$ cat src/design/dqsr_pkg.sv
`default_nettype none

package dqsr_pkg;

    localparam logic [2:0] CMD_PUSH_FRONT = 3'd0;
    localparam logic [2:0] CMD_PUSH_BACK  = 3'd1;
    localparam logic [2:0] CMD_POP_FRONT  = 3'd2;
    localparam logic [2:0] CMD_POP_BACK   = 3'd3;
    localparam logic [2:0] CMD_CONTAINS   = 3'd4;
    localparam logic [2:0] CMD_REMOVE     = 3'd5;

    localparam logic [1:0] ST_OK    = 2'd0;
    localparam logic [1:0] ST_EMPTY = 2'd1;
    localparam logic [1:0] ST_FULL  = 2'd2;

    typedef struct packed {
        logic [2:0]         command;
        logic signed [31:0] data_value;
    } dqsr_in_t;

    typedef struct packed {
        logic [1:0]         status;
        logic               found;
        logic [4:0]         entry_count;
        logic signed [31:0] front_value;
        logic signed [31:0] back_value;
    } dqsr_out_t;

    typedef struct packed {
        logic       load_item;
        logic       push_front;
        logic       push_back;
        logic       pop_front;
        logic       pop_back;
        logic       search_step;
        logic       shift_step;
        logic       remove_done;
        logic       read_ends;
        logic       load_result;
        logic       status_we;
        logic [1:0] status_val;
        logic       set_found;
    } dqsr_ctl_t;

    typedef struct packed {
        logic [2:0] command;
        logic       empty;
        logic       full;
        logic       pend;
        logic       match;
        logic       at_last;
        logic       shift_more;
        logic       out_free;
    } dqsr_sts_t;

endpackage

`default_nettype wire

$ cat src/design/deque_with_search_remove_core.sv
// Bounded double-ended queue of signed values that also serves as a bag. Each command item
// (push front, push back, pop front, pop back, contains, remove first match) returns one
// result item with a status, a found flag, the entry count and the front and back values
// after the command. Entries live in a CAPACITY-deep circular memory with one write and two
// registered read ports. The queue takes one command at a time. An accepted command passes
// through the EXEC, ENDS and LOAD states in that order; contains and remove first pass
// through a search state that reads one entry per cycle through a single memory port, from
// the front, until the first match or the last entry, and remove then moves each entry
// behind the match one place toward the front to close the gap. A finished result sits in
// an output register, so the next command can be accepted in the cycle after the result is
// loaded; a command whose result finds that register still full holds until it drains.
`default_nettype none

module deque_with_search_remove_core
    import dqsr_pkg::*;
#(
    parameter int CAPACITY    = 16,
    parameter int VALUE_WIDTH = 32
)
(
    input  wire logic     clk,
    input  wire logic     rst_n,
    input  wire logic     cmd_valid,
    output logic          cmd_ready,
    input  wire dqsr_in_t cmd_item,
    output logic          rsp_valid,
    input  wire logic     rsp_ready,
    output dqsr_out_t     rsp_item
);

    dqsr_ctl_t ctl;
    dqsr_sts_t sts;

    dqsr_ctrl u_ctrl (
        .clk       (clk),
        .rst_n     (rst_n),
        .cmd_valid (cmd_valid),
        .cmd_ready (cmd_ready),
        .sts       (sts),
        .ctl       (ctl)
    );

    dqsr_dp #(
        .CAPACITY    (CAPACITY),
        .VALUE_WIDTH (VALUE_WIDTH)
    ) u_dp (
        .clk       (clk),
        .rst_n     (rst_n),
        .cmd_item  (cmd_item),
        .rsp_ready (rsp_ready),
        .rsp_valid (rsp_valid),
        .rsp_item  (rsp_item),
        .ctl       (ctl),
        .sts       (sts)
    );

endmodule

`default_nettype wire

$ cat src/design/dqsr_ctrl.sv
`default_nettype none

module dqsr_ctrl
    import dqsr_pkg::*;
(
    input  wire logic      clk,
    input  wire logic      rst_n,
    input  wire logic      cmd_valid,
    output logic           cmd_ready,
    input  wire dqsr_sts_t sts,
    output dqsr_ctl_t      ctl
);

    localparam logic [2:0] S_IDLE   = 3'd0;
    localparam logic [2:0] S_EXEC   = 3'd1;
    localparam logic [2:0] S_SEARCH = 3'd2;
    localparam logic [2:0] S_SHIFT  = 3'd3;
    localparam logic [2:0] S_ENDS   = 3'd4;
    localparam logic [2:0] S_LOAD   = 3'd5;

    logic [2:0] state_reg;
    logic [2:0] state_next;

    always_ff @(posedge clk or negedge rst_n)
    begin
        if (!rst_n)
        begin
            state_reg <= S_IDLE;
        end
        else
        begin
            state_reg <= state_next;
        end
    end

    assign cmd_ready = (state_reg == S_IDLE);

    always_comb
    begin
        state_next = state_reg;
        ctl        = '0;
        case (state_reg)
            S_IDLE:
            begin
                if (cmd_valid)
                begin
                    ctl.load_item = 1'b1;
                    state_next    = S_EXEC;
                end
            end
            S_EXEC:
            begin
                state_next = S_ENDS;
                case (sts.command)
                    CMD_PUSH_FRONT:
                    begin
                        if (sts.full)
                        begin
                            ctl.status_we  = 1'b1;
                            ctl.status_val = ST_FULL;
                        end
                        else
                        begin
                            ctl.push_front = 1'b1;
                        end
                    end
                    CMD_PUSH_BACK:
                    begin
                        if (sts.full)
                        begin
                            ctl.status_we  = 1'b1;
                            ctl.status_val = ST_FULL;
                        end
                        else
                        begin
                            ctl.push_back = 1'b1;
                        end
                    end
                    CMD_POP_FRONT:
                    begin
                        if (sts.empty)
                        begin
                            ctl.status_we  = 1'b1;
                            ctl.status_val = ST_EMPTY;
                        end
                        else
                        begin
                            ctl.pop_front = 1'b1;
                        end
                    end
                    CMD_POP_BACK:
                    begin
                        if (sts.empty)
                        begin
                            ctl.status_we  = 1'b1;
                            ctl.status_val = ST_EMPTY;
                        end
                        else
                        begin
                            ctl.pop_back = 1'b1;
                        end
                    end
                    CMD_CONTAINS, CMD_REMOVE:
                    begin
                        state_next = S_SEARCH;
                    end
                    default:
                    begin
                        state_next = S_ENDS;
                    end
                endcase
            end
            S_SEARCH:
            begin
                ctl.search_step = 1'b1;
                if (sts.empty)
                begin
                    state_next = S_ENDS;
                end
                else if (sts.pend && sts.match)
                begin
                    ctl.set_found = 1'b1;
                    if (sts.command == CMD_REMOVE)
                    begin
                        state_next = S_SHIFT;
                    end
                    else
                    begin
                        state_next = S_ENDS;
                    end
                end
                else if (sts.pend && sts.at_last)
                begin
                    state_next = S_ENDS;
                end
            end
            S_SHIFT:
            begin
                if (sts.shift_more)
                begin
                    ctl.shift_step = 1'b1;
                end
                else
                begin
                    ctl.remove_done = 1'b1;
                    state_next      = S_ENDS;
                end
            end
            S_ENDS:
            begin
                ctl.read_ends = 1'b1;
                state_next    = S_LOAD;
            end
            S_LOAD:
            begin
                // hold the front read while the output register is busy
                ctl.read_ends = 1'b1;
                if (sts.out_free)
                begin
                    ctl.load_result = 1'b1;
                    state_next      = S_IDLE;
                end
            end
            default:
            begin
                state_next = S_IDLE;
            end
        endcase
    end

endmodule

`default_nettype wire

$ cat src/design/dqsr_dp.sv
`default_nettype none

module dqsr_dp
    import dqsr_pkg::*;
#(
    parameter int CAPACITY    = 16,
    parameter int VALUE_WIDTH = 32
)
(
    input  wire logic      clk,
    input  wire logic      rst_n,
    input  wire dqsr_in_t  cmd_item,
    input  wire logic      rsp_ready,
    output logic           rsp_valid,
    output dqsr_out_t      rsp_item,
    input  wire dqsr_ctl_t ctl,
    output dqsr_sts_t      sts
);

    localparam int AW = (CAPACITY > 1) ? $clog2(CAPACITY) : 1;
    localparam int CW = $clog2(CAPACITY + 1);
    localparam int PW = $clog2(CAPACITY + 2);

    localparam logic [AW-1:0] LAST_SLOT = AW'(CAPACITY - 1);
    localparam logic [PW:0]   CAP_S     = (PW + 1)'(CAPACITY);
    localparam logic [CW-1:0] CAP_C     = CW'(CAPACITY);

    logic [VALUE_WIDTH-1:0] store_mem [CAPACITY];

    logic [AW-1:0]          head_reg;
    logic [CW-1:0]          count_reg;
    logic [PW-1:0]          pos_reg;
    logic                   pend_reg;
    logic [2:0]             command_reg;
    logic [VALUE_WIDTH-1:0] val_reg;
    logic [1:0]             status_reg;
    logic                   found_reg;
    logic [VALUE_WIDTH-1:0] rd_a_reg;
    logic [VALUE_WIDTH-1:0] rd_b_reg;
    logic                   out_valid_reg;
    dqsr_out_t              out_reg;

    logic [AW-1:0]          head_next;
    logic [CW-1:0]          count_next;
    logic [AW-1:0]          head_dec;
    logic [AW-1:0]          head_inc;
    logic [AW-1:0]          addr_a;
    logic [AW-1:0]          addr_b;
    logic [PW-1:0]          back_pos;
    logic [PW-1:0]          count_pos;
    logic                   wr_en;
    logic [AW-1:0]          wr_addr;
    logic [VALUE_WIDTH-1:0] wr_data;
    logic [VALUE_WIDTH+31:0] in_ext;
    logic [VALUE_WIDTH+31:0] front_ext;
    logic [VALUE_WIDTH+31:0] back_ext;
    logic [CW+4:0]          count_ext;
    dqsr_out_t              result;

    function automatic logic [AW-1:0] slot_of(input logic [AW-1:0] h,
                                              input logic [PW-1:0] p);
        logic [PW:0] s;
        s = (PW + 1)'(h) + (PW + 1)'(p);
        if (s >= CAP_S)
        begin
            s = s - CAP_S;
        end
        if (s >= CAP_S)
        begin
            s = s - CAP_S;
        end
        return s[AW-1:0];
    endfunction

    assign head_dec  = (head_reg == '0) ? LAST_SLOT : head_reg - AW'(1);
    assign head_inc  = (head_reg == LAST_SLOT) ? '0 : head_reg + AW'(1);
    assign count_pos = PW'(count_reg);
    assign back_pos  = (count_reg == '0) ? '0 : count_pos - PW'(1);
    assign addr_a    = ctl.read_ends ? head_reg : slot_of(head_reg, pos_reg);
    assign addr_b    = slot_of(head_reg, back_pos);
    assign in_ext    = {{VALUE_WIDTH{1'b0}}, cmd_item.data_value};

    always_comb
    begin
        wr_en   = 1'b0;
        wr_addr = slot_of(head_reg, pos_reg - PW'(2));
        wr_data = rd_a_reg;
        if (ctl.push_front)
        begin
            wr_en   = 1'b1;
            wr_addr = head_dec;
            wr_data = val_reg;
        end
        else if (ctl.push_back)
        begin
            wr_en   = 1'b1;
            wr_addr = slot_of(head_reg, count_pos);
            wr_data = val_reg;
        end
        else if (ctl.shift_step)
        begin
            wr_en = 1'b1;
        end
    end

    always_ff @(posedge clk)
    begin
        rd_a_reg <= store_mem[addr_a];
        rd_b_reg <= store_mem[addr_b];
        if (wr_en)
        begin
            store_mem[wr_addr] <= wr_data;
        end
    end

    always_comb
    begin
        head_next  = head_reg;
        count_next = count_reg;
        if (ctl.push_front)
        begin
            head_next  = head_dec;
            count_next = count_reg + CW'(1);
        end
        else if (ctl.push_back)
        begin
            count_next = count_reg + CW'(1);
        end
        else if (ctl.pop_front)
        begin
            head_next  = head_inc;
            count_next = count_reg - CW'(1);
        end
        else if (ctl.pop_back || ctl.remove_done)
        begin
            count_next = count_reg - CW'(1);
        end
    end

    always_ff @(posedge clk or negedge rst_n)
    begin
        if (!rst_n)
        begin
            head_reg      <= '0;
            count_reg     <= '0;
            pos_reg       <= '0;
            pend_reg      <= 1'b0;
            out_valid_reg <= 1'b0;
        end
        else
        begin
            head_reg  <= head_next;
            count_reg <= count_next;
            if (ctl.load_item)
            begin
                pos_reg  <= '0;
                pend_reg <= 1'b0;
            end
            else if (ctl.search_step || ctl.shift_step)
            begin
                pos_reg  <= pos_reg + PW'(1);
                pend_reg <= 1'b1;
            end
            if (ctl.load_result)
            begin
                out_valid_reg <= 1'b1;
            end
            else if (rsp_ready)
            begin
                out_valid_reg <= 1'b0;
            end
        end
    end

    always_ff @(posedge clk)
    begin
        if (ctl.load_item)
        begin
            command_reg <= cmd_item.command;
            val_reg     <= in_ext[VALUE_WIDTH-1:0];
            status_reg  <= ST_OK;
            found_reg   <= 1'b0;
        end
        else
        begin
            if (ctl.status_we)
            begin
                status_reg <= ctl.status_val;
            end
            if (ctl.set_found)
            begin
                found_reg <= 1'b1;
            end
        end
        if (ctl.load_result)
        begin
            out_reg <= result;
        end
    end

    assign front_ext = {32'b0, rd_a_reg};
    assign back_ext  = {32'b0, rd_b_reg};
    assign count_ext = {5'b0, count_reg};

    always_comb
    begin
        result.status      = status_reg;
        result.found       = found_reg;
        result.entry_count = count_ext[4:0];
        if (count_reg == '0)
        begin
            result.front_value = '0;
            result.back_value  = '0;
        end
        else
        begin
            result.front_value = front_ext[31:0];
            result.back_value  = back_ext[31:0];
        end
    end

    assign rsp_valid = out_valid_reg;
    assign rsp_item  = out_reg;

    assign sts.command    = command_reg;
    assign sts.empty      = (count_reg == '0);
    assign sts.full       = (count_reg == CAP_C);
    assign sts.pend       = pend_reg;
    assign sts.match      = (rd_a_reg == val_reg);
    assign sts.at_last    = (pos_reg == count_pos);
    assign sts.shift_more = (pos_reg <= count_pos);
    assign sts.out_free   = !out_valid_reg || rsp_ready;

`ifndef SYNTH
    a_count_range: assert property (@(posedge clk) disable iff (!rst_n)
        count_reg <= CAP_C)
        else $error("entry count above capacity");

    a_push_not_full: assert property (@(posedge clk) disable iff (!rst_n)
        (ctl.push_front || ctl.push_back) |-> (count_reg != CAP_C))
        else $error("push into a full queue");

    a_pop_not_empty: assert property (@(posedge clk) disable iff (!rst_n)
        (ctl.pop_front || ctl.pop_back || ctl.remove_done) |-> (count_reg != '0))
        else $error("entry dropped from an empty queue");

    a_no_overwrite: assert property (@(posedge clk) disable iff (!rst_n)
        ctl.load_result |-> (!out_valid_reg || rsp_ready))
        else $error("pending result overwritten");

    a_shift_after_match: assert property (@(posedge clk) disable iff (!rst_n)
        ctl.shift_step |-> (command_reg == CMD_REMOVE) && found_reg)
        else $error("entries moved without a match");
`endif

endmodule

`default_nettype wire
$ cat config.mk
export PLATFORM = sky130hd
export DESIGN_NAME = deque_with_search_remove_core
export DESIGN_NICKNAME = d
export VERILOG_FILES = /design/src/design/dqsr_pkg.sv /design/src/design/deque_with_search_remove_core.sv /design/src/design/dqsr_ctrl.sv /design/src/design/dqsr_dp.sv
export SDC_FILE = /design/constraint.sdc
export NUM_CORES = 1
export LEC_CHECK = 0
export BUFFER_PORTS_ARGS = -buffer_cell sky130_fd_sc_hd__clkbuf_2
export CELL_PAD_IN_SITES_DETAIL_PLACEMENT = 1
export CELL_PAD_IN_SITES_GLOBAL_PLACEMENT = 1
export CORE_UTILIZATION = 45
export CTS_BUF_LIST = sky130_fd_sc_hd__clkbuf_8
export DETAILED_ROUTE_END_ITERATION = 6
export PLACE_DENSITY = 0.73
export RECOVER_POWER = 25
export REMOVE_ABC_BUFFERS = 1
export SYNTH_ARGS = -nofsm -noshare
export SYNTH_HDL_FRONTEND = slang
export SYNTH_SLANG_ARGS = --single-unit
$ cat constraint.sdc
create_clock -name clk -period 8.9 [get_ports clk]
set_input_delay 0.89 -clock clk [delete_from_list [all_inputs] [get_ports clk]]
set_output_delay 0.89 -clock clk [all_outputs]
set_load 0.005 [all_outputs]
==> flow_summary.yaml, run 1 <==
outcome:
  status: "finished with violations"
  violations: "max-capacitance violations, max-slew violations"
critical_path:
  worstSetupPathType: "register to register"
  end_kind: "register"
  ff2ff_setup_slack_ps: 2700
  r2r-start: "u_dp.count_pos[0]$_DFFE_PN0P_"
  crit_fanout: 79
  r2r.worst_path.cells: 9
  path_delay_family: "simple AND/OR/NAND/NOR gates"
  critPathMaxStageDelay_ps: 1620
  critPathRequiredTime_ps: 9490
  crit-reg2reg-capture: "u_dp.rd_b_reg[5]$_DFF_P_"
  startpoint_type: "register"
  cp_cell_sequence: "inv_1 > ha_1 > or3b_1 > nor2_1 > nor2_1 > ha_4 > buf_12 > mux4_2 > mux4_2"
  path_buf_inv: 2
  cp.depth: 9
  crit_arrival_ps: 6790
  cp_slowest_cell: "nor2_1"
timing:
  min_period_over_period_pct: 69.7
  tightest_slew_ps: 2330
  hold_slack_ps: 313
  slew_violations: 49
  timing.fmax_ghz: 0.161
  fin_skew_ps: 46.8
  rsz0062_at_grt: "false"
  period_minus_slack_ps: 6200
  relSlewSlack_pct: -55.5
  finalSetupViolations: 0
  hold_viol: 0
die:
  die_x_um: 270
  die_h_um: 270
  die_area_um2: 72900
  placementRows: 97
  io_pins: 113
  coreArea_um2: 70500
  start_util_pct: 45.8
final_layout:
  final_common_cell: "edfxtp_1"
  fin_cells: 3141
  num-nets-final: 2164
  top_register: "u_dp.store_mem"
  fillers: 6614
  layout_common_cells: "619 x edfxtp_1, 324 x mux2i_1, 159 x mux4_2"
  drive_gt1_share_pct: 22.6
  largest_reg_flops: 512
  syn2layout_area_growth_pct: 12.5
  final_area_um2: 36300
  finish.utilization_pct: 51.5
grt:
  grt_pass1_wl_um: 138000
  grt_max_degree: 80
  antenna_found_initial: 2
  first_global_vias: 20600
  grt.overflow.total: 0
  gr-usage-all-layers_pct: 25.9
yosys:
  ys.flop_type: "edfxtp_1"
  ys_seq_elements: 705
  netlist_instances: 1968
  seq_area_frac_synth_pct: 63.2
  ys_warn_count: 0
  synth_cell_types: 67
  synth_top_area_share_pct: 57.5
  netlist_area_um2: 32300
  synth_area_leaders: "edfxtp_1 58%, mux4_2 11%, mux2i_1 10%"
  yosys.area.top_type: "edfxtp_1"
  postSynthAreaPerCell_um2: 16.4
  synthArstFlopShare_pct: 2.70
  synth_edf_count: 619
detailed_routing:
  drcViolationCount: 0
  antenna_left: 0
  via_per_inst: 6.22
  first_pass_iters: 5
  drtIter0Drc: 2083
  wl_per_cell_um: 30.3
  route.vias.total: 19500
  wl_um: 95000
worst_hold_path:
  worstHoldEndpoint: "u_dp.val_reg[5]$_DFFE_PP_"
  whs_path_depth: 1
  hold_start: "cmd_item[5]"
  min_path_type: "input port to register"
clock_tree:
  clk_path_buf_depth: 3
  ctsHoldBuffers: 0
  cts-root-buf: "clkbuf_8"
  cts_tree: "built"
  clkLatencyLatePin_ps: 740
  post_cts_resized: 0
  htree_levels: 3
  post_cts_buffers: 0
  numCtsBuffers: 114
  cts.sinks: 705
  path_clk_slew_ps: 70
run:
  maxCapViolCount: 2
placement:
  place_area_um2: 33900
  dp_hpwl_um: 52200
  port_buffers: 112
  gp_congestion: 0.791
  dp.cells: 2923
## worst register-to-register path, stage by stage (launching register included)
cell and delay [ps]:
dfrtp_1 490, inv_1 150, ha_1 180, or3b_1 480, nor2_1 1620, nor2_1 220
ha_4 1120, buf_12 620, mux4_2 690, mux4_2 490
## synthesized netlist by cell type, types with 3 or more instances
library cell  number
o21ai_1            3
buf_4              4
a211oi_1          66
fa_1               3
edfxtp_1         619
and2_1             5
xnor2_1           15
nor2_1            39
mux4_2           159
xor2_1            37
a221oi_1          32
dfxtp_1           67
o211ai_1           3
mux2_2            33
ha_1              23
a21o_1             7
dfrtp_1           19
buf_12             3
nand2_1           82
inv_1             48
nand2b_1           3
nand3_1           10
nor3_1             9
a311oi_1          32
a21oi_1           53
nor2b_1           68
buf_2             56
or3_1              5
o21ai_0           11
nor4_1             8
mux2i_1          324
a22oi_1            3
clkbuf_1          72
## area by class of cell
| cell class | instances | area [um^2] | area share (%) |
|---|---|---|---|
| Antenna cell | 2 | 5.00 | 0.0138 |
| Clock buffer | 131 | 1800 | 4.96 |
| Clock inverter | 85 | 659 | 1.82 |
| Inverter | 50 | 188 | 0.517 |
| Multi-Input combinational cell | 1076 | 11300 | 31.0 |
| Sequential cell | 705 | 20400 | 56.2 |
| Tap cell | 940 | 1180 | 3.24 |
| Timing Repair Buffer | 152 | 828 | 2.28 |
## how the worst max path moves through the flow
| stage | from | slack [ps] | endpoint |
|---|---|---|---|
| finish | u_dp.count_pos[0]$_DFFE_PN0P_ | 2700 | u_dp.rd_b_reg[5]$_DFF_P_ |
| global route | u_dp.count_pos[0]$_DFFE_PN0P_ | 2320 | u_dp.rd_b_reg[5]$_DFF_P_ |
| CTS | u_dp.count_pos[0]$_DFFE_PN0P_ | 3860 | u_dp.rd_b_reg[5]$_DFF_P_ |
| detailed placement | u_dp.count_pos[0]$_DFFE_PN0P_ | 3900 | u_dp.rd_b_reg[21]$_DFF_P_ |
| global placement | u_dp.count_pos[0]$_DFFE_PN0P_ | 4050 | u_dp.rd_b_reg[11]$_DFF_P_ |
| floorplan | u_ctrl.state_reg[1]$_DFFE_PN0P_ | -1250 | u_dp.rd_a_reg[0]$_DFF_P_ |
## logic make-up (layout without fill, tap and decap cells)
logic type	after synthesis	in the layout	synth area share (%)
DFF	705	705	63.2
muxes	517	517	22.4
and+or+nand+nor	250	250	4.11
AOI/OAI and AO/OA	229	229	5.14
buffers and inverters	187	418	2.61
xor gates and xnor gates	54	54	1.55
adders and majority gates	26	26	1.08
other	0	2	0
## stage by stage
stage | worst slack [ps] | TNS (ps)
floorplan | -1250 | -40150
global placement | 4050 | 0
detailed placement | 3900 | 0
CTS | 3860 | 0
global route | 2320 | 0
finish | 2700 | 0
## metal layers
metal / wire length (um) / up-vias / GRT usage, %
li1: - / 8131 / -
met5: 0 / - / 0
met4: 2980 / 0 / 9.87
met3: 7230 / 185 / 4.45
met1: 39900 / 10300 / 35.7
met2: 44900 / 934 / 41.3
Power of run 1 is left out: the tool's default activity adds up to more than one toggle a clock period on the data nets, which glitch-free logic cannot reach.
==> run 2: changes to the inputs <==
Settings changed: PLACE_DENSITY 0.73 to 0.76.
Clock period 8.9 ns to 5.3 ns, I/O delays scaled along.
==> run 2 against run 1 <==
Against the previous run: the flow still finishes with violations (max-capacitance violations, max-slew violations); fmax rose by 33%; sequential share of layout area down 1.0 points; clock-buffer cell count fell by 1; register-to-register slack worse by 2100 ps; global-route usage is 0.29 points higher; cell count up 1.5%; routed wire length grew 0.15%; critical endpoint is now u_dp.store_mem[5][22]$_DFFE_PP_.
==> flow_summary.yaml, run 2 (synthesized netlist as in run 1, its figures left out) <==
outcome:
  status: "finished with violations"
  violations: "max-capacitance violations, max-slew violations"
clock_tree:
  clk_path_buf_depth: 3
  clkLatencyLatePin_ps: 740
  cts.sinks: 705
  post_cts_buffers: 0
  cts_tree: "built"
  path_clk_slew_ps: 60
  numCtsBuffers: 112
  cts-root-buf: "clkbuf_8"
  ctsHoldBuffers: 36
  post_cts_resized: 0
  htree_levels: 3
final_layout:
  drive_gt1_share_pct: 22.2
  fin_cells: 3188
  layout_common_cells: "619 x edfxtp_1, 324 x mux2i_1, 159 x mux4_2"
  seqCellArea_um2: 20400
  fillers: 6592
  multi_input_area_um2: 11300
  syn2layout_area_growth_pct: 14.5
  final_common_cell: "edfxtp_1"
  antennaDiodeCount: 0
  top_register: "u_dp.store_mem"
  largest_reg_flops: 512
  num-nets-final: 2213
die:
  io_pins: 113
  die_area_um2: 72900
  placementRows: 97
  coreArea_um2: 70500
  die_h_um: 270
  start_util_pct: 45.8
  die_x_um: 270
timing:
  tns_ps: 0
  slew_violations: 95
  relSlewSlack_pct: -54.0
  min_period_over_period_pct: 88.0
  period_minus_slack_ps: 4660
  setup_ws_ps: 636
  timing.fmax_ghz: 0.214
  tightest_slew_ps: 2310
  rsz0062_at_grt: "false"
  hold_viol: 0
  hold_slack_ps: 120
  fin_skew_ps: 41.4
  finalSetupViolations: 0
worst_hold_path:
  min_path_type: "input port to register"
  whs_path_depth: 3
detailed_routing:
  wl_um: 95200
  drtIter0Drc: 2047
  first_pass_iters: 5
  wl_per_cell_um: 29.9
  antenna_left: 0
  via_per_inst: 6.22
  route.vias.total: 19800
  drcViolationCount: 0
critical_path:
  critPathRequiredTime_ps: 5720
  path_delay_family: "simple AND/OR/NAND/NOR gates"
  startpoint_type: "register"
  critPathMaxStageDelay_ps: 930
  cp_cell_sequence: "inv_1 > ha_1 > nand4bb_1 > nand4_2 > a21oi_1 > ha_1 > a21o_1 > a21oi_1 > xnor2_1 > xor2_1 > a22oi_1 > nor2_4 > buf_4"
  worstSetupPathType: "register to register"
  end_kind: "register"
  crit_arrival_ps: 5080
  cp_slowest_cell: "nor2_4"
  crit_fanout: 20
  r2r.worst_path.cells: 13
  cp.depth: 13
  path_buf_inv: 2
run:
  maxCapViolCount: 3
placement:
  dp.cells: 2938
  pre_cts_ws_ps: 684
  gp_congestion: 0.825
  dp_hpwl_um: 56900
  port_buffers: 112
grt:
  gr-usage-all-layers_pct: 26.2
  grt_pass1_wl_um: 141000
  grt.overflow.total: 0
  first_global_vias: 21200
  antenna_found_initial: 3
  grt_max_degree: 101
## run 2: path summary, 6_finish.rpt
| path | from | endpoint | slack [ps] |
|---|---|---|---|
| min in group asynchronous | rst_n | u_dp.count_pos[1]$_DFFE_PN0P_ | 530 |
| setup reg to reg | u_dp.count_pos[0]$_DFFE_PN0P_ | u_dp.store_mem[5][22]$_DFFE_PP_ | 640 |
| setup / recovery | u_dp.count_pos[0]$_DFFE_PN0P_ | u_dp.store_mem[5][22]$_DFFE_PP_ | 640 |
| max in group asynchronous | rst_n | u_dp.rsp_valid$_DFFE_PN0P_ | 4070 |
| hold reg to reg | u_dp.found_reg$_SDFFE_PP0P_ | u_dp.rsp_item[69]$_DFFE_PP_ | 450 |
| hold / removal | cmd_valid | u_ctrl.state_reg[0]$_DFFE_PN0P_ | 120 |
## run 2: through the flow
step / instance area, um^2 / util [%]
floorplan: 31600 / -
global placement: 34200 / 48.5
detailed placement: 34200 / 48.5
CTS: 37100 / 52.6
global route: 37000 / 52.5
finish: 37000 / 52.5
## run 2: layout make-up
| type | instances | share of cell area [%] |
|---|---|---|
| inverters | 50 | 0.507 |
| flip-flops and latches | 705 | 55.2 |
| clock buffers | 130 | 4.84 |
| multi-input cells | 1076 | 30.4 |
| clock inverters | 84 | 1.96 |
| well taps | 940 | 3.18 |
| repair buffers | 203 | 3.95 |
## run 2: routing by layer
metal  wire length [um]  GRT usage [%]
met3               7000           4.24
met5                  8              0
met4               3360           10.3
met2              45800           42.6
met1              38900           35.4
## run 2: tightest hold or removal path, cell delays in order
cell      delay, ps
clkbuf_2        110
nor4_1           50
a21oi_1         110
Power of run 2 is left out for the same reason.
